**config.mk**
```make
export PLATFORM = sky130hd
export DESIGN_NAME = one_shot_timer_pool
export DESIGN_NICKNAME = d
export VERILOG_FILES = /design/src/rtl/ostp_pkg.sv /design/src/rtl/ostp_slot_ram.sv /design/src/rtl/ostp_round_unit.sv /design/src/rtl/ostp_ctrl.sv /design/src/rtl/one_shot_timer_pool.sv
export SDC_FILE = /design/constraint.sdc
export NUM_CORES = 1
export LEC_CHECK = 0
export BUFFER_PORTS_ARGS = -buffer_cell sky130_fd_sc_hd__buf_2
export CORE_MARGIN = 8
export CORE_UTILIZATION = 40
export CTS_BUF_LIST = sky130_fd_sc_hd__clkbuf_4 sky130_fd_sc_hd__clkbuf_8
export CTS_CLUSTER_DIAMETER = 80
export CTS_CLUSTER_SIZE = 24
export DETAILED_ROUTE_END_ITERATION = 8
export RECOVER_POWER = 50
export SLEW_MARGIN = 20
export SYNTH_ARGS = -nofsm -noshare
export SYNTH_HDL_FRONTEND = slang
export SYNTH_SLANG_ARGS = --single-unit
```
**constraint.sdc**
```tcl
create_clock -name clk_i -period 11 [get_ports clk_i]
set_input_delay 2.2 -clock clk_i [delete_from_list [all_inputs] [get_ports clk_i]]
set_output_delay 2.2 -clock clk_i [all_outputs]
set_load 0.1 [all_outputs]
```
**src/rtl/ostp_pkg.sv**
```systemverilog
// ============================================================================
// ostp_pkg
// Shared types and constants for the one-shot timer pool.
// ============================================================================
`default_nettype none

package ostp_pkg;

  localparam int unsigned DUR_W  = 24;
  localparam int unsigned PER_W  = 10;
  localparam int unsigned REM_W  = 25;
  localparam int unsigned IDX_W  = 6;
  localparam int unsigned ID_W   = 4;
  localparam int unsigned MASK_W = 16;
  localparam int unsigned CNT_W  = 5;

  localparam logic [PER_W-1:0] PERIOD_RESET = PER_W'(10);

  typedef enum logic [1:0] {
    MODE_TICK  = 2'd0,
    MODE_START = 2'd1,
    MODE_CLEAR = 2'd2,
    MODE_QUERY = 2'd3
  } mode_e;

  typedef struct packed {
    logic [REM_W-1:0] remaining;
    logic             alert;
    logic             notify;
  } slot_entry_t;

  typedef struct packed {
    logic [MASK_W-1:0] expired_mask;
    logic              alert_status;
    logic              no_free_slot;
    logic [ID_W-1:0]   slot_id;
  } result_t;

endpackage

`default_nettype wire

```
**src/rtl/ostp_slot_ram.sv**
```systemverilog
// ============================================================================
// ostp_slot_ram
// Slot state memory with one write port, one registered read port and a
// valid bit per entry so that entries read as zero until first written.
// ============================================================================
`default_nettype none

module ostp_slot_ram
  import ostp_pkg::*;
#(
  parameter int unsigned DEPTH = 16,
  parameter int unsigned AW    = 4
) (
  input  wire logic          clk_i,
  input  wire logic          rst_ni,
  input  wire logic          we_i,
  input  wire logic [AW-1:0] waddr_i,
  input  wire slot_entry_t   wdata_i,
  input  wire logic [AW-1:0] raddr_i,
  output slot_entry_t        rdata_o
);

  slot_entry_t            mem [DEPTH];
  logic       [DEPTH-1:0] valid_q;
  slot_entry_t            rdata_q;
  logic                   rvalid_q;

  always_ff @(posedge clk_i) begin
    if (we_i) begin
      mem[waddr_i] <= wdata_i;
    end
    rdata_q <= mem[raddr_i];
  end

  always_ff @(posedge clk_i or negedge rst_ni) begin
    if (!rst_ni) begin
      valid_q  <= '0;
      rvalid_q <= 1'b0;
    end else begin
      if (we_i) begin
        valid_q[waddr_i] <= 1'b1;
      end
      rvalid_q <= valid_q[raddr_i];
    end
  end

  assign rdata_o = rvalid_q ? rdata_q : '0;

endmodule

`default_nettype wire

```
**src/rtl/ostp_round_unit.sv**
```systemverilog
// ============================================================================
// ostp_round_unit
// Rounds a duration up to a multiple of the tick period using a restoring
// remainder computation, one dividend bit per cycle.
// ============================================================================
`default_nettype none

module ostp_round_unit
  import ostp_pkg::*;
(
  input  wire logic             clk_i,
  input  wire logic             rst_ni,
  input  wire logic             start_i,
  input  wire logic [DUR_W-1:0] dur_i,
  input  wire logic [PER_W-1:0] per_i,
  output logic                  done_o,
  output logic      [REM_W-1:0] rounded_o
);

  logic [DUR_W-1:0] quo_q;
  logic [DUR_W-1:0] dur_q;
  logic [PER_W-1:0] per_q;
  logic [PER_W-1:0] rem_q;
  logic [REM_W-1:0] rounded_q;
  logic [CNT_W-1:0] cnt_q;
  logic             busy_q;
  logic             fix_q;
  logic             done_q;

  logic [PER_W:0]   shifted;
  logic [PER_W:0]   diff;
  logic [PER_W-1:0] rem_step;
  logic [PER_W-1:0] pad;
  logic [REM_W-1:0] round_sum;

  always_comb begin
    shifted   = {rem_q, quo_q[DUR_W-1]};
    diff      = shifted - {1'b0, per_q};
    rem_step  = (shifted >= {1'b0, per_q}) ? diff[PER_W-1:0] : shifted[PER_W-1:0];
    pad       = (rem_q != '0) ? (per_q - rem_q) : '0;
    round_sum = REM_W'(dur_q) + REM_W'(pad);
  end

  always_ff @(posedge clk_i or negedge rst_ni) begin
    if (!rst_ni) begin
      busy_q <= 1'b0;
      fix_q  <= 1'b0;
      done_q <= 1'b0;
      cnt_q  <= '0;
    end else begin
      done_q <= 1'b0;
      if (start_i) begin
        busy_q <= 1'b1;
        cnt_q  <= '0;
      end else if (busy_q) begin
        cnt_q <= cnt_q + CNT_W'(1);
        if (cnt_q == CNT_W'(DUR_W - 1)) begin
          busy_q <= 1'b0;
          fix_q  <= 1'b1;
        end
      end else if (fix_q) begin
        fix_q  <= 1'b0;
        done_q <= 1'b1;
      end
    end
  end

  always_ff @(posedge clk_i) begin
    if (start_i) begin
      quo_q <= dur_i;
      dur_q <= dur_i;
      per_q <= per_i;
      rem_q <= '0;
    end else if (busy_q) begin
      quo_q <= {quo_q[DUR_W-2:0], 1'b0};
      rem_q <= rem_step;
    end else if (fix_q) begin
      rounded_q <= round_sum;
    end
  end

  assign done_o    = done_q;
  assign rounded_o = rounded_q;

endmodule

`default_nettype wire

```
**src/rtl/ostp_ctrl.sv**
```systemverilog
// ============================================================================
// ostp_ctrl
// Request sequencer: walks the slot memory for ticks and starts, and does
// single-entry accesses for clear and query.
// ============================================================================
`default_nettype none

module ostp_ctrl
  import ostp_pkg::*;
#(
  parameter int unsigned SLOT_COUNT = 16,
  parameter int unsigned AW         = 4
) (
  input  wire logic             clk_i,
  input  wire logic             rst_ni,
  input  wire logic             req_valid_i,
  output logic                  req_ready_o,
  input  wire mode_e            mode_i,
  input  wire logic             notify_i,
  input  wire logic [IDX_W-1:0] idx_i,
  input  wire logic [PER_W-1:0] per_i,
  output logic                  round_start_o,
  input  wire logic             round_done_i,
  input  wire logic [REM_W-1:0] rounded_i,
  output logic                  mem_we_o,
  output logic         [AW-1:0] mem_waddr_o,
  output slot_entry_t           mem_wdata_o,
  output logic         [AW-1:0] mem_raddr_o,
  input  wire slot_entry_t      mem_rdata_i,
  output logic                  res_valid_o,
  input  wire logic             res_take_i,
  output result_t               res_o
);

  localparam int unsigned CW = $clog2(SLOT_COUNT + 1);

  localparam logic [2:0] ST_IDLE  = 3'd0;
  localparam logic [2:0] ST_ROUND = 3'd1;
  localparam logic [2:0] ST_WALK  = 3'd2;
  localparam logic [2:0] ST_QREAD = 3'd3;
  localparam logic [2:0] ST_QEVAL = 3'd4;
  localparam logic [2:0] ST_DONE  = 3'd5;

  logic [2:0]       state_q, state_d;
  mode_e            mode_q, mode_d;
  logic             notify_q, notify_d;
  logic [IDX_W-1:0] idx_q, idx_d;
  logic [CW-1:0]    raddr_q, raddr_d;
  logic             pend_q, pend_d;
  logic [AW-1:0]    paddr_q, paddr_d;
  result_t          res_q, res_d;

  logic             accept;
  logic             idx_in_range;
  logic             issue;
  logic [6:0]       paddr_ext;
  logic [REM_W:0]   diff;
  logic [REM_W-1:0] new_rem;
  logic             below;

  always_comb begin
    accept       = req_valid_i && (state_q == ST_IDLE);
    idx_in_range = ({1'b0, idx_i} < 7'(SLOT_COUNT));
    issue        = (raddr_q < CW'(SLOT_COUNT));
    paddr_ext    = 7'(paddr_q);
    diff         = {1'b0, mem_rdata_i.remaining} - (REM_W + 1)'(per_i);
    new_rem      = (mem_rdata_i.remaining > REM_W'(per_i)) ? diff[REM_W-1:0] : '0;
    below        = (new_rem < REM_W'(per_i));
  end

  always_comb begin
    state_d       = state_q;
    mode_d        = mode_q;
    notify_d      = notify_q;
    idx_d         = idx_q;
    raddr_d       = raddr_q;
    pend_d        = pend_q;
    paddr_d       = paddr_q;
    res_d         = res_q;
    round_start_o = 1'b0;
    mem_we_o      = 1'b0;
    mem_waddr_o   = paddr_q;
    mem_wdata_o   = '0;
    mem_raddr_o   = raddr_q[AW-1:0];
    res_valid_o   = 1'b0;

    unique case (state_q)
      ST_IDLE: begin
        if (accept) begin
          mode_d   = mode_i;
          notify_d = notify_i;
          idx_d    = idx_i;
          raddr_d  = '0;
          pend_d   = 1'b0;
          res_d    = '0;
          case (mode_i)
            MODE_TICK: begin
              state_d = ST_WALK;
            end
            MODE_START: begin
              round_start_o      = 1'b1;
              res_d.no_free_slot = 1'b1;
              state_d            = ST_ROUND;
            end
            MODE_CLEAR: begin
              if (idx_in_range) begin
                mem_we_o    = 1'b1;
                mem_waddr_o = idx_i[AW-1:0];
              end
              state_d = ST_DONE;
            end
            MODE_QUERY: begin
              state_d = idx_in_range ? ST_QREAD : ST_DONE;
            end
          endcase
        end
      end
      ST_ROUND: begin
        if (round_done_i) begin
          state_d = ST_WALK;
        end
      end
      ST_WALK: begin
        pend_d  = issue;
        paddr_d = raddr_q[AW-1:0];
        if (issue) begin
          raddr_d = raddr_q + CW'(1);
        end
        if (!issue && !pend_q) begin
          state_d = ST_DONE;
        end
        if (pend_q) begin
          if (mode_q == MODE_START) begin
            if (mem_rdata_i.remaining == '0) begin
              mem_we_o                = 1'b1;
              mem_wdata_o.remaining   = rounded_i;
              mem_wdata_o.notify      = notify_q;
              res_d.slot_id           = paddr_ext[ID_W-1:0];
              res_d.no_free_slot      = 1'b0;
              state_d                 = ST_DONE;
            end
          end else if (mem_rdata_i.remaining != '0) begin
            mem_we_o              = 1'b1;
            mem_wdata_o.remaining = new_rem;
            mem_wdata_o.alert     = mem_rdata_i.alert | below;
            mem_wdata_o.notify    = mem_rdata_i.notify;
            if (below && mem_rdata_i.notify && (paddr_ext < 7'(MASK_W))) begin
              res_d.expired_mask[paddr_ext[ID_W-1:0]] = 1'b1;
            end
          end
        end
      end
      ST_QREAD: begin
        mem_raddr_o = idx_q[AW-1:0];
        state_d     = ST_QEVAL;
      end
      ST_QEVAL: begin
        res_d.alert_status = (mem_rdata_i.remaining == '0) && mem_rdata_i.alert;
        state_d            = ST_DONE;
      end
      ST_DONE: begin
        res_valid_o = 1'b1;
        if (res_take_i) begin
          state_d = ST_IDLE;
        end
      end
      default: begin
        state_d = ST_IDLE;
      end
    endcase
  end

  always_ff @(posedge clk_i or negedge rst_ni) begin
    if (!rst_ni) begin
      state_q <= ST_IDLE;
      raddr_q <= '0;
      pend_q  <= 1'b0;
    end else begin
      state_q <= state_d;
      raddr_q <= raddr_d;
      pend_q  <= pend_d;
    end
  end

  always_ff @(posedge clk_i) begin
    mode_q   <= mode_d;
    notify_q <= notify_d;
    idx_q    <= idx_d;
    paddr_q  <= paddr_d;
    res_q    <= res_d;
  end

  assign req_ready_o = (state_q == ST_IDLE);
  assign res_o       = res_q;

endmodule

`default_nettype wire

```
**src/rtl/one_shot_timer_pool.sv**
```systemverilog
// ============================================================================
// one_shot_timer_pool
// Pool of one-shot timer slots held in a synchronous memory, with tick,
// start, clear and query requests and one result per request.
// ============================================================================
//
// Channel    Direction  Handshake                      Content
// s_axis     in         s_axis_tvalid / s_axis_tready  request (mode in tuser)
// m_axis     out        m_axis_tvalid / m_axis_tready  result of each request
// cfg        in         cfg_valid_i / cfg_ready_o      tick period in ms
//
// A tick walks the slot memory one entry per cycle, bound by its single read
// port. A start runs the rounding unit over the duration one bit at a time,
// adds the pad, and then walks the slot memory up to the first free slot.
// Reset clears the per-entry valid bits at once, so no clearing pass is run.
// A new request is taken while the previous result waits in the output
// register; a finished request holds until that register is free.
`default_nettype none

module one_shot_timer_pool
  import ostp_pkg::*;
#(
  parameter int unsigned SLOT_COUNT = 16
) (
  input  wire logic        clk_i,
  input  wire logic        rst_ni,
  input  wire logic        s_axis_tvalid,
  output logic             s_axis_tready,
  // [23:0] duration_ms, [24] notify_wanted, [30:25] slot_index, [31] zero
  input  wire logic [31:0] s_axis_tdata,
  // [1:0] mode
  input  wire logic [1:0]  s_axis_tuser,
  output logic             m_axis_tvalid,
  input  wire logic        m_axis_tready,
  // [3:0] slot_id, [4] no_free_slot, [5] alert_status, [21:6] expired_mask,
  // [23:22] zero
  output logic      [23:0] m_axis_tdata,
  input  wire logic        cfg_valid_i,
  output logic             cfg_ready_o,
  input  wire logic [PER_W-1:0] cfg_data_i
);

  localparam int unsigned AW = (SLOT_COUNT > 1) ? $clog2(SLOT_COUNT) : 1;

  logic [PER_W-1:0] period_q;
  logic [PER_W-1:0] per_eff;
  logic             round_start;
  logic             round_done;
  logic [REM_W-1:0] rounded;
  logic             mem_we;
  logic [AW-1:0]    mem_waddr;
  slot_entry_t      mem_wdata;
  logic [AW-1:0]    mem_raddr;
  slot_entry_t      mem_rdata;
  logic             res_valid;
  logic             res_take;
  result_t          res;
  logic             m_valid_q;
  result_t          m_data_q;

  always_ff @(posedge clk_i or negedge rst_ni) begin
    if (!rst_ni) begin
      period_q <= PERIOD_RESET;
    end else if (cfg_valid_i) begin
      period_q <= cfg_data_i;
    end
  end

  assign cfg_ready_o = 1'b1;
  assign per_eff     = (period_q == '0) ? PER_W'(1) : period_q;

  ostp_round_unit u_round (
    .clk_i     (clk_i),
    .rst_ni    (rst_ni),
    .start_i   (round_start),
    .dur_i     (s_axis_tdata[DUR_W-1:0]),
    .per_i     (per_eff),
    .done_o    (round_done),
    .rounded_o (rounded)
  );

  ostp_slot_ram #(
    .DEPTH (SLOT_COUNT),
    .AW    (AW)
  ) u_ram (
    .clk_i   (clk_i),
    .rst_ni  (rst_ni),
    .we_i    (mem_we),
    .waddr_i (mem_waddr),
    .wdata_i (mem_wdata),
    .raddr_i (mem_raddr),
    .rdata_o (mem_rdata)
  );

  ostp_ctrl #(
    .SLOT_COUNT (SLOT_COUNT),
    .AW         (AW)
  ) u_ctrl (
    .clk_i         (clk_i),
    .rst_ni        (rst_ni),
    .req_valid_i   (s_axis_tvalid),
    .req_ready_o   (s_axis_tready),
    .mode_i        (mode_e'(s_axis_tuser)),
    .notify_i      (s_axis_tdata[DUR_W]),
    .idx_i         (s_axis_tdata[DUR_W+IDX_W:DUR_W+1]),
    .per_i         (per_eff),
    .round_start_o (round_start),
    .round_done_i  (round_done),
    .rounded_i     (rounded),
    .mem_we_o      (mem_we),
    .mem_waddr_o   (mem_waddr),
    .mem_wdata_o   (mem_wdata),
    .mem_raddr_o   (mem_raddr),
    .mem_rdata_i   (mem_rdata),
    .res_valid_o   (res_valid),
    .res_take_i    (res_take),
    .res_o         (res)
  );

  assign res_take = !m_valid_q || m_axis_tready;

  always_ff @(posedge clk_i or negedge rst_ni) begin
    if (!rst_ni) begin
      m_valid_q <= 1'b0;
    end else if (res_take) begin
      m_valid_q <= res_valid;
    end
  end

  always_ff @(posedge clk_i) begin
    if (res_take && res_valid) begin
      m_data_q <= res;
    end
  end

  assign m_axis_tvalid = m_valid_q;
  assign m_axis_tdata  = {2'b00, m_data_q};

endmodule

`default_nettype wire

```
# == Yosys cells after proc, flatten, opt, wreduce, memory -nomap -nowiden ==
# Memories as Yosys holds them, arrays and structs flattened. A register that Yosys moved wholly into a read port is not among the register bits.
# Cells that the tools add are included.
# totals
ff_bits,193
mem_bits_rw,432
input_bits,49
output_inout_bits,27
word_cells,178
mem_count,1
# memory_table
name,depth,word_bits,read_ports,rd_clocked_by_memory_dff,write_ports,line_no,source
u_ram.mem,16,27,1,1,1,ostp_slot_ram.sv:23,slot_entry_t mem [DEPTH];
# classes
addsub,6
magnitude_cmp,11
eq_ne,21
muxes,76
bitwise,5
n_reduce_logical,30
# ops
operator,count
$mux 27,4
$mux 25,3
$mux 16,4
$mux 24,2
$mux 5,7
$or 16x16->16,2
$pmux 16 s2,1
$mux 10,3
$mux 1,28
$add 24x10->25,1
$gt 25x10->1,1
$logic_not 25->1,1
$lt 25x10->1,1
$reduce_bool 25->1,1
$sub 25x10->25,1
$mux 3,8
$mux 22,1
$lt 4x5->1 const B,4
$mux 4,5
$pmux 5 s2,2
$sub 10x10->10,2
$pmux 3 s6,1
$ne 2x1->1 const B,7
$pmux 3 s4,1
other kinds (29),58

# == Longest topological paths before layout ==
# Gate-level depths: netlist of run 1.
# depth
depth_word,12
mapped_depth,22
mapped_depth_nobuf,18

# == Cells and area by module ==
# Synthesis of run 1 repeated with hierarchy kept, for this count alone.
# unflattened
cells_unflattened,1654
area_unflattened_um2,27423.8
# by_module_without_submodules
mod,instances,cells_each,area_each_um2,seq_area_each_um2
ostp_slot_ram,1,780,17601.9,13938.4
ostp_round_unit,1,415,5188.7,2892.8
ostp_ctrl,1,394,3420.8,1216.2
one_shot_timer_pool,1,65,1212.4,938.4

# == Worst setup path after synthesis of run 1 ==
# OpenSTA, ideal clock, no wires.
# synth_path
path_type,reg-to-reg
from,reg u_ram.rvalid_q
to,"reg u_ctrl.res_q, in the netlist u_ctrl.res_o[10], enable pin"
setup_ns,0.392
arrival_ns,4.889
t_required_ns,10.608
setup_slack_ns,5.719
stages_incl_launch_ff,22
n_path_buf,5
period_less_slack_ns,5.281
cell_sequence,dfrtp_1 > buf_4 > clkbuf_1 > clkbuf_1 > clkbuf_1 > clkbuf_1 > and2_1 > ha_1 > o211ai_2 > a21oi_2 > o21a_1 > o211ai_1 > a21o_2 > nor2_1 > ha_1 > a41oi_1 > nor2b_1 > o21ai_0 > a21oi_1 > o31ai_2 > nand4_1 > o31ai_2
# synth_via
elab_chain_len,8
word_cells_on_any_way,11
cone_classes,1 x add/sub; 2 x order compare; 2 x eq/ne; 2 x mux; 4 x reduce/logical
# synth_lines
item,line_no,source
start: declaration,ostp_slot_ram.sv:26,logic rvalid_q;
start signal: assignment,ostp_slot_ram.sv:43,rvalid_q <= valid_q[raddr_i];
$mux 27 (*),ostp_slot_ram.sv:47,assign rdata_o = rvalid_q ? rdata_q : '0;
$sub 25x10->25 / $gt 25x10->1 (equally long branches),"ostp_ctrl.sv:66, ostp_ctrl.sv:67",
$mux 25,ostp_ctrl.sv:67,new_rem = (mem_rdata_i.remaining > REM_W'(per_i)) ? diff[REM_W-1:0] : '0;
$lt 25x10->1,ostp_ctrl.sv:68,below = (new_rem < REM_W'(per_i));
$logic_and 1x1->1 (2 in series),ostp_ctrl.sv:147,if (below && mem_rdata_i.notify && (paddr_ext < 7'(MASK_W))) begin
$ne 2x1->1 (no line),-,
$reduce_and 6->1 (no line) (*),-,
end signal: assignment,ostp_ctrl.sv:190,res_q <= res_d;
end: declaration,ostp_ctrl.sv:51,"result_t res_q, res_d;"
# Every way passes the cells marked *; elsewhere a longest branch is shown, timed or not.
# A chain may end at the register's enable or synchronous reset.

# == Final worst setup path of run 1 ==
# layout_path
from,reg u_ctrl.state_q[1]
to,"reg, netlist name u_ram.rdata_q[18]"
# layout_via
elab_chain_len,2
# layout_lines
item,line_no,source
start: declaration,ostp_ctrl.sv:44,"logic [2:0] state_q, state_d;"
start signal: assignment,ostp_ctrl.sv:179,state_q <= state_d;
$eq 3x2->1,ostp_ctrl.sv:87,unique case (state_q)
$mux 4,ostp_ctrl.sv:87,
# Every way passes these cells.

==> key figures, run 1 <==
Outcome
  • Status: finished, violations left
  • Violated checks: capacitance limit, slew limit

Placed design
  • Number of buffers added on ports: 71
  • Final HPWL DP: 41580 µm
  • Post-placement cell area: 30040 µm²
  • Setup Slack @ Placement: 5.624 ns
  • Placer congestion estimate: 0.8514

CTS
  • Buffers inserted by post-CTS timing repair: 0
  • Post-CTS resize count: 0
  • Number of buffers inserted by hold repair at cts: 0
  • Maximum count of clock buffers along a single path: 3
  • Count of clock tree sinks: 652
  • Master cell of the clock root buffer: clkbuf_8
  • Number of buffers added by the clock tree synthesis step: 38
  • CTS tree: done
  • # H-tree levels: 2
  • Clock latency at the later pin of the worst-skew pair: 0.68 ns
  • Clock-pin transition on the worst setup and hold timing paths: 0.13 ns

Pwr
  • Reported leakage power: 11.01 nW
  • Combinational fraction of design power: 0.346
  • Int Pwr: 0.004151 W
  • Switching part of the total power: 0.3738
  • P_sw: 0.002478 W
  • Maximum resistive drop on vdd: 142.4 µV
  • Relative contribution of sequential cells to total power: 0.470
  • Power Density: 216.1 nW/µm²
  • Proportion of power drawn by the clock network: 0.184

Min path
  • Min-Delay Path Class: reg2reg

Synthesis
  • Leading cell type by number of instances after synthesis: edfxtp_1
  • Netlist area before placement: 28620 µm²
  • Biggest area consumer among synthesized cells: edfxtp_1
  • Async S/R FF share, synth: 0.06902
  • Number of flops mapped to enable cells by yosys: 570
  • Yosys reg bits: 652
  • Ys Warns: 0
  • Top cells by count, synth: edfxtp_1 (570), nand2_1 (357), a211oi_1 (147)
  • Main area contributors after synthesis: edfxtp_1 (60%), nand2_1 (4.7%), a211oi_1 (3.9%)
  • Number of cells produced by synthesis: 2294
  • Number of distinct standard cells referenced by the synthesized netlist: 88
  • Sequential cell area fraction in the yosys report: 0.6634
  • Avg Inst Size Synth: 12.48 µm²
  • Most used DFF post-synth: edfxtp_1
  • Fraction of synthesized cell area taken by the top area cell type: 0.5981

Critical path
  • Crit path buffers/inverters: 1
  • CP Max Fanout: 145
  • Number of cells traversed by the worst register-to-register path: 8
  • Critical-path cell list: nand3b_1 > mux2_1 > buf_4 > and2_1 > a211oi_1 > a311oi_1 > a21oi_1 > a21oi_1
  • Levels on crit path: 8
  • Arr. time, crit path: 7.48 ns
  • Crit path largest cell delay: 3.47 ns
  • Crit path max-delay cell type: mux2_1
  • Startpoint type of the worst setup path: flop
  • Flop-to-flop setup slack: 4.06 ns
  • Endpoint of the most critical register-to-register path: u_ram.rdata_q[18]
  • Top cell family by delay on the critical path: multiplexers
  • Kind of end point of the critical path: flop
  • Data required, critical path: 11.54 ns
  • Setup Crit Path Kind: reg2reg
  • Dominant cell type by count on the critical path: a21oi_1
  • Worst r2r src: u_ctrl.state_q[1]
  • Start point of the critical path: u_ctrl.state_q[1]
  • End of the critical path: u_ram.rdata_q[18]

Layout
  • Area growth from synthesis to final layout: 7.209%
  • Fill cell total of the finished layout: 6627
  • Final standard cell area without fillers: 30680 µm²
  • Nets: 2410
  • Fraction of final layout cells with drive strength greater than 1: 0.06552

Routing
  • Final ANT Viol Nets: 0
  • Drc violations: 0
  • Detailed Routing Iterations Pass 1: 5
  • Overall routed net length: 69040 µm
  • DRT iter0 DRCs: 1328
  • Via count: 18170
  • Detailed-route wire length per cell: 21.00 µm
  • Post-DR vias/cell: 5.527

Floorplanning
  • Die area: 80360 µm²
  • Area inside the core boundary: 71120 µm²
  • I/O pin count: 76
  • Die outline height: 283.5 µm
  • Cell row count: 98
  • DIE WIDTH: 283.5 µm
  • Initial cell density of the core: 0.4024

Global routing
  • Global router's overall resource usage: 0.1651
  • Number of global-route vias before repair: 17740
  • Largest net degree at the start of global routing: 146
  • Antenna violations before repair: 6
  • First-pass GRT wire length: 105400 µm
  • Final global-route overflow total: 0

Timing
  • Worst-case headroom to the max-slew limit: -2.042
  • Worst-margin pin slew: 4.563 ns
  • Share of the clock period used by the worst path: 0.6312
  • Worst-case clock skew: 0.05910 ns
  • Summed negative setup slack over all endpoints: 0 ns
  • Maximum clock frequency: 144.0 MHz
  • Number of pins with negative max-slew slack in the final report: 515
  • Min setup slack post-route: 4.057 ns
  • Final setup violation count: 0
  • Setup repair after global routing missed its margin: false
  • Final hold vios: 0
  • Post-route minimum period: 6.943 ns

Run
  • Number of violations of the max-capacitance limit: 16
-- per-layer routing --
| layer | wire, µm | track usage | vias to the layer above |
|---|---|---|---|
| met1 | 31330 | 0.2277 | 9096 |
| met2 | 32410 | 0.2692 | 437 |
| met3 | 3452 | 0.02377 | 96 |
| met4 | 1834 | 0.05108 | 2 |
| li1 | - | - | 8537 |
| met5 | 16 | 0 | - |
-- worst min-delay path by stage --
stage,cells after the start,to,start
after global routing,0,m_axis_tdata[0],u_ctrl.res_o[0]
after floorplan,0,m_axis_tdata[0],u_ctrl.res_o[0]
after detailed placement,0,m_axis_tdata[2],u_ctrl.res_o[2]
after CTS,0,m_axis_tdata[2],u_ctrl.res_o[2]
after global placement,0,m_axis_tdata[5],u_ctrl.res_o[5]
final,0,m_axis_tdata[2],u_ctrl.res_o[2]
-- placed cells by master, fill, tap and decap left out, types with 20 or more instances in the layout --
cell,instances
nor2_1,120
dfrtp_1,43
and2_0,22
xnor2_1,31
a21oi_1,118
clkbuf_8,39
inv_1,70
xor2_1,23
clkbuf_1,64
buf_4,29
a211oi_1,147
and2_1,111
o21bai_1,20
nand2_1,357
dfxtp_1,37
o21ai_0,45
a311oi_1,56
a31oi_1,68
ha_1,51
edfxtp_1,570
-- cell families after synthesis --
family                     after synthesis  share of synthesized area
other                                    2                  0.0002624
muxes                                   19                   0.006864
DFF                                    652                     0.6634
and+or+nand+nor                        741                     0.1210
AOI/OAI and AO/OA                      560                     0.1365
adders and majority gates               55                    0.02510
xor gates and xnor gates                54                    0.01653
buffers and inverters                  211                    0.03030
-- metrics by stage --
stage	total power [W]	util	std cells	hold WS, ns
after floorplan	0.004865	-	2295	0.4003
after global placement	0.005444	0.4223	3212	0.4014
after detailed placement	0.005473	0.4224	3212	0.4045
final	0.006629	0.4314	3287	0.4357
after CTS	0.006691	0.4340	3281	0.4365
after global routing	0.007013	0.4314	3286	0.4397
-- area by class of cell --
class                   count  area (µm²)  area share
repair buffers            112       590.6     0.01925
well taps                 950        1189     0.03874
clock buffers              51       626.9     0.02043
multi-input cells        1432        8823      0.2876
inverters                  70       262.8    0.008564
flip-flops and latches    652       18990      0.6188
diodes                      2       5.005   0.0001631
clock inverters            18       198.9    0.006484
-- flip-flops by register name, indices dropped and copies added (netlist names), 16 cells and up --
signal	cells
m_axis_tdata	22
u_ctrl.res_o	22
u_ram.mem	432
u_ram.rdata_q	27
u_ram.valid_q	16
u_round.dur_q	24
u_round.quo_q	24
u_round.rounded_o	25
-- power groups by stage --
stage                     Combinational, W  Sequential [W]  Clock [W]
final                              0.00229         0.00312    0.00122
after global routing               0.00254         0.00314    0.00133
after CTS                          0.00232         0.00312    0.00126
after detailed placement           0.00230         0.00317          0
after global placement             0.00228         0.00317          0
after floorplan                    0.00167         0.00320          0
Note: power is estimated with default switching activity, not from simulation.
==> run 2, diff against run 1 <==
==> constraint.sdc (replaced) <==
create_clock -name clk_i -period 6.1 [get_ports clk_i]
set_input_delay 1.22 -clock clk_i [delete_from_list [all_inputs] [get_ports clk_i]]
set_output_delay 1.22 -clock clk_i [all_outputs]
set_load 0.1 [all_outputs]
==> run 2 against run 1 <==
The run still ends with capacitance limit, slew limit left. Clock skew barely moved. Wire length rose by 3.4%. Via count rose by 0.40%. Critical path depth rose by 1. Combinational power rose by 83%. Largest cell class unchanged. Highest routed layer unchanged.
==> key figures, run 2 (same netlist as run 1, synthesis figures left out) <==
Timing
  • Summed negative setup slack over all endpoints: 0 ns (unchanged)
  • Final setup violation count: 0 (unchanged)
  • Worst-margin pin slew: 2.522 ns (was 4.563 ns)
  • Worst-case headroom to the max-slew limit: -0.7293 (was -2.042)
  • Maximum clock frequency: 184.8 MHz (was 144.0 MHz)
  • Worst-case clock skew: 0.05901 ns (was 0.05910 ns)
  • Post-route minimum period: 5.411 ns (was 6.943 ns)
  • Share of the clock period used by the worst path: 0.8870 (was 0.6312)
  • Number of pins with negative max-slew slack in the final report: 141 (was 515)
  • Final hold vios: 0 (unchanged)
  • Setup repair after global routing missed its margin: false (unchanged)

Routing
  • Detailed Routing Iterations Pass 1: 6 (was 5)
  • Detailed-route wire length per cell: 21.70 µm (was 21.00 µm)
  • Overall routed net length: 71410 µm (was 69040 µm)
  • Final ANT Viol Nets: 0 (unchanged)
  • Via count: 18240 (was 18170)
  • Drc violations: 0 (unchanged)
  • DRT iter0 DRCs: 1673 (was 1328)
  • Post-DR vias/cell: 5.542 (was 5.527)

Floorplanning
  • Die area: 80360 µm² (unchanged)
  • DIE WIDTH: 283.5 µm (unchanged)
  • Area inside the core boundary: 71120 µm² (unchanged)
  • Die outline height: 283.5 µm (unchanged)
  • I/O pin count: 76 (unchanged)
  • Cell row count: 98 (unchanged)
  • Initial cell density of the core: 0.4024 (unchanged)

Layout
  • Most frequent standard cell in the layout excluding fill and tap cells: edfxtp_1 (unchanged)
  • Fraction of final layout cells with drive strength greater than 1: 0.07354 (was 0.06552)
  • Register with the most flip-flops: u_ram.mem (unchanged)
  • Fill cell total of the finished layout: 6584 (was 6627)
  • Number of flip-flops in the largest register: 432 (unchanged)
  • Non-filler instance count after layout: 3291 (was 3287)
  • Footprint of the flip-flops and latches: 18990 µm² (unchanged)
  • Nets: 2417 (was 2410)
  • Area growth from synthesis to final layout: 7.590% (was 7.209%)
  • Multi-input gate area in the final layout: 8879 µm² (was 8823 µm²)
  • Commonest cells after routing, fill and taps aside: edfxtp_1 (570), nand2_1 (357), a211oi_1 (147), and2_1 (122), a21oi_1 (118) (was edfxtp_1 (570), nand2_1 (357), a211oi_1 (147), nor2_1 (120), a21oi_1 (118))

CTS
  • Number of buffers inserted by hold repair at cts: 0 (unchanged)
  • Count of clock tree sinks: 652 (unchanged)
  • Buffers inserted by post-CTS timing repair: 0 (unchanged)
  • Maximum count of clock buffers along a single path: 3 (unchanged)
  • Post-CTS resize count: 0 (unchanged)
  • Master cell of the clock root buffer: clkbuf_8 (unchanged)
  • Clock latency at the later pin of the worst-skew pair: 0.67 ns (was 0.68 ns)
  • Clock-pin transition on the worst setup and hold timing paths: 0.14 ns (was 0.13 ns)
  • Number of buffers added by the clock tree synthesis step: 36 (was 38)
  • # H-tree levels: 2 (unchanged)
  • CTS tree: done (unchanged)

Critical path
  • Endpoint of the most critical register-to-register path: u_ram.mem[2][19] (was u_ram.rdata_q[18])
  • CP Max Fanout: 15 (was 145)
  • Kind of end point of the critical path: flop (unchanged)
  • Crit path largest cell delay: 0.89 ns (was 3.47 ns)
  • Data required, critical path: 6.42 ns (was 11.54 ns)
  • Worst r2r src: u_ram.rdata_q[14] (was u_ctrl.state_q[1])
  • Crit path max-delay cell type: nor2_4 (was mux2_1)
  • Dominant cell type by count on the critical path: o21ai_0 (was a21oi_1)
  • Flop-to-flop setup slack: 0.69 ns (was 4.06 ns)
  • Startpoint type of the worst setup path: flop (unchanged)
  • Arr. time, crit path: 5.73 ns (was 7.48 ns)
  • Critical-path cell list: nor4_1 > nand4_1 > o21ai_0 > and2_0 > o211ai_1 > nand2_1 > o21ai_0 > nor2_4 > buf_4 (was nand3b_1 > mux2_1 > buf_4 > and2_1 > a211oi_1 > a311oi_1 > a21oi_1 > a21oi_1)
  • Number of cells traversed by the worst register-to-register path: 9 (was 8)
  • Setup Crit Path Kind: reg2reg (unchanged)

Pwr
  • Power Density: 387.0 nW/µm² (was 216.1 nW/µm²)
  • Maximum resistive drop on vdd: 251.4 µV (was 142.4 µV)
  • Reported leakage power: 11.09 nW (was 11.01 nW)

Placed design
  • Final HPWL DP: 45070 µm (was 41580 µm)
  • Number of buffers added on ports: 71 (unchanged)
  • Cell Count Post-Placement: 3225 (was 3212)
  • Placer congestion estimate: 0.8783 (was 0.8514)

Min path
  • Worst min-delay path startpoint: period_q[4] (was u_ctrl.res_o[2])
  • Hold Path Cell Cnt: 0 (unchanged)
  • Hold-critical path endpoint: u_round.per_q[4] (was m_axis_tdata[2])
  • Min-Delay Path Class: reg2reg (unchanged)

Global routing
  • Antenna violations before repair: 5 (was 6)
  • First-pass GRT wire length: 108200 µm (was 105400 µm)
  • Number of global-route vias before repair: 17570 (was 17740)
  • Global router's overall resource usage: 0.1719 (was 0.1651)
  • Largest net degree at the start of global routing: 153 (was 146)
  • Final global-route overflow total: 0 (unchanged)

Run
  • Number of violations of the max-capacitance limit: 6 (was 16)

Outcome
  • Violated checks: capacitance limit, slew limit (unchanged)
  • Status: finished, violations left (unchanged)
-- run 2: per-stage QoR --
step | instance area [µm²] | setup WS [ns] | hold slack [ns] | util | total power [W]
6_report | 30790 | 0.6893 | 0.4332 | 0.4330 | 0.01192
5_1_grt | 30790 | 0.4456 | 0.4452 | 0.4329 | 0.01262
4_1_cts | 30950 | 1.065 | 0.4367 | 0.4353 | 0.01203
3_5_place_dp | 30190 | 1.059 | 0.4045 | 0.4245 | 0.009922
3_3_place_gp | 30190 | 0.9779 | 0.4027 | 0.4245 | 0.009864
2_1_floorplan | 28620 | 0.8195 | 0.4003 | - | 0.008773
-- run 2: how the worst max path moves through the flow --
| stage | startpoint | endpoint | slack (ns) | depth (start not counted) |
|---|---|---|---|---|
| after floorplan | u_ram.rvalid_q | u_ctrl.res_o[10] | 0.82 | 21 |
| after global placement | period_q[1] | u_ctrl.res_o[15] | 0.98 | 19 |
| after detailed placement | period_q[1] | u_ctrl.res_o[14] | 1.06 | 20 |
| after CTS | period_q[1] | u_ctrl.res_o[16] | 1.07 | 20 |
| after global routing | u_ram.rdata_q[14] | u_ram.mem[2][16] | 0.45 | 9 |
| final | u_ram.rdata_q[14] | u_ram.mem[2][19] | 0.69 | 9 |
-- run 2: power breakdown --
part / switching (W) / total (W) / internal, W / leakage [nW]
logic: 0.00277 / 0.00420 / 0.00143 / 3.70
registers: 0.000300 / 0.00561 / 0.00531 / 6.99
clock network: 0.00139 / 0.00211 / 0.000721 / 0.396
-- run 2: layer usage --
metal,up-vias,share of wire,global-route usage
met4,2,0.026,0.05019
met5,-,0.00018,0
li1,8537,-,-
met1,9072,0.45,0.2405
met2,525,0.47,0.2779
met3,104,0.060,0.02401
-- run 2: final cells by class --
class / instances / share of cell area
flip-flops and latches: 652 / 0.6166
multi-input cells: 1432 / 0.2883
well taps: 950 / 0.03860
repair buffers: 121 / 0.02300
clock buffers: 52 / 0.02081
inverters: 70 / 0.008533
clock inverters: 12 / 0.003942
diodes: 2 / 0.0001625
-- run 2: worst max-delay path, delay by kind of cell, from the launching register on --
kind                   cells  cell delay, ns
AOI/OAI and AO/OA          3            1.33
buffers and inverters      1            0.44
DFF                        1            0.46
and+or+nand+nor            5            2.81
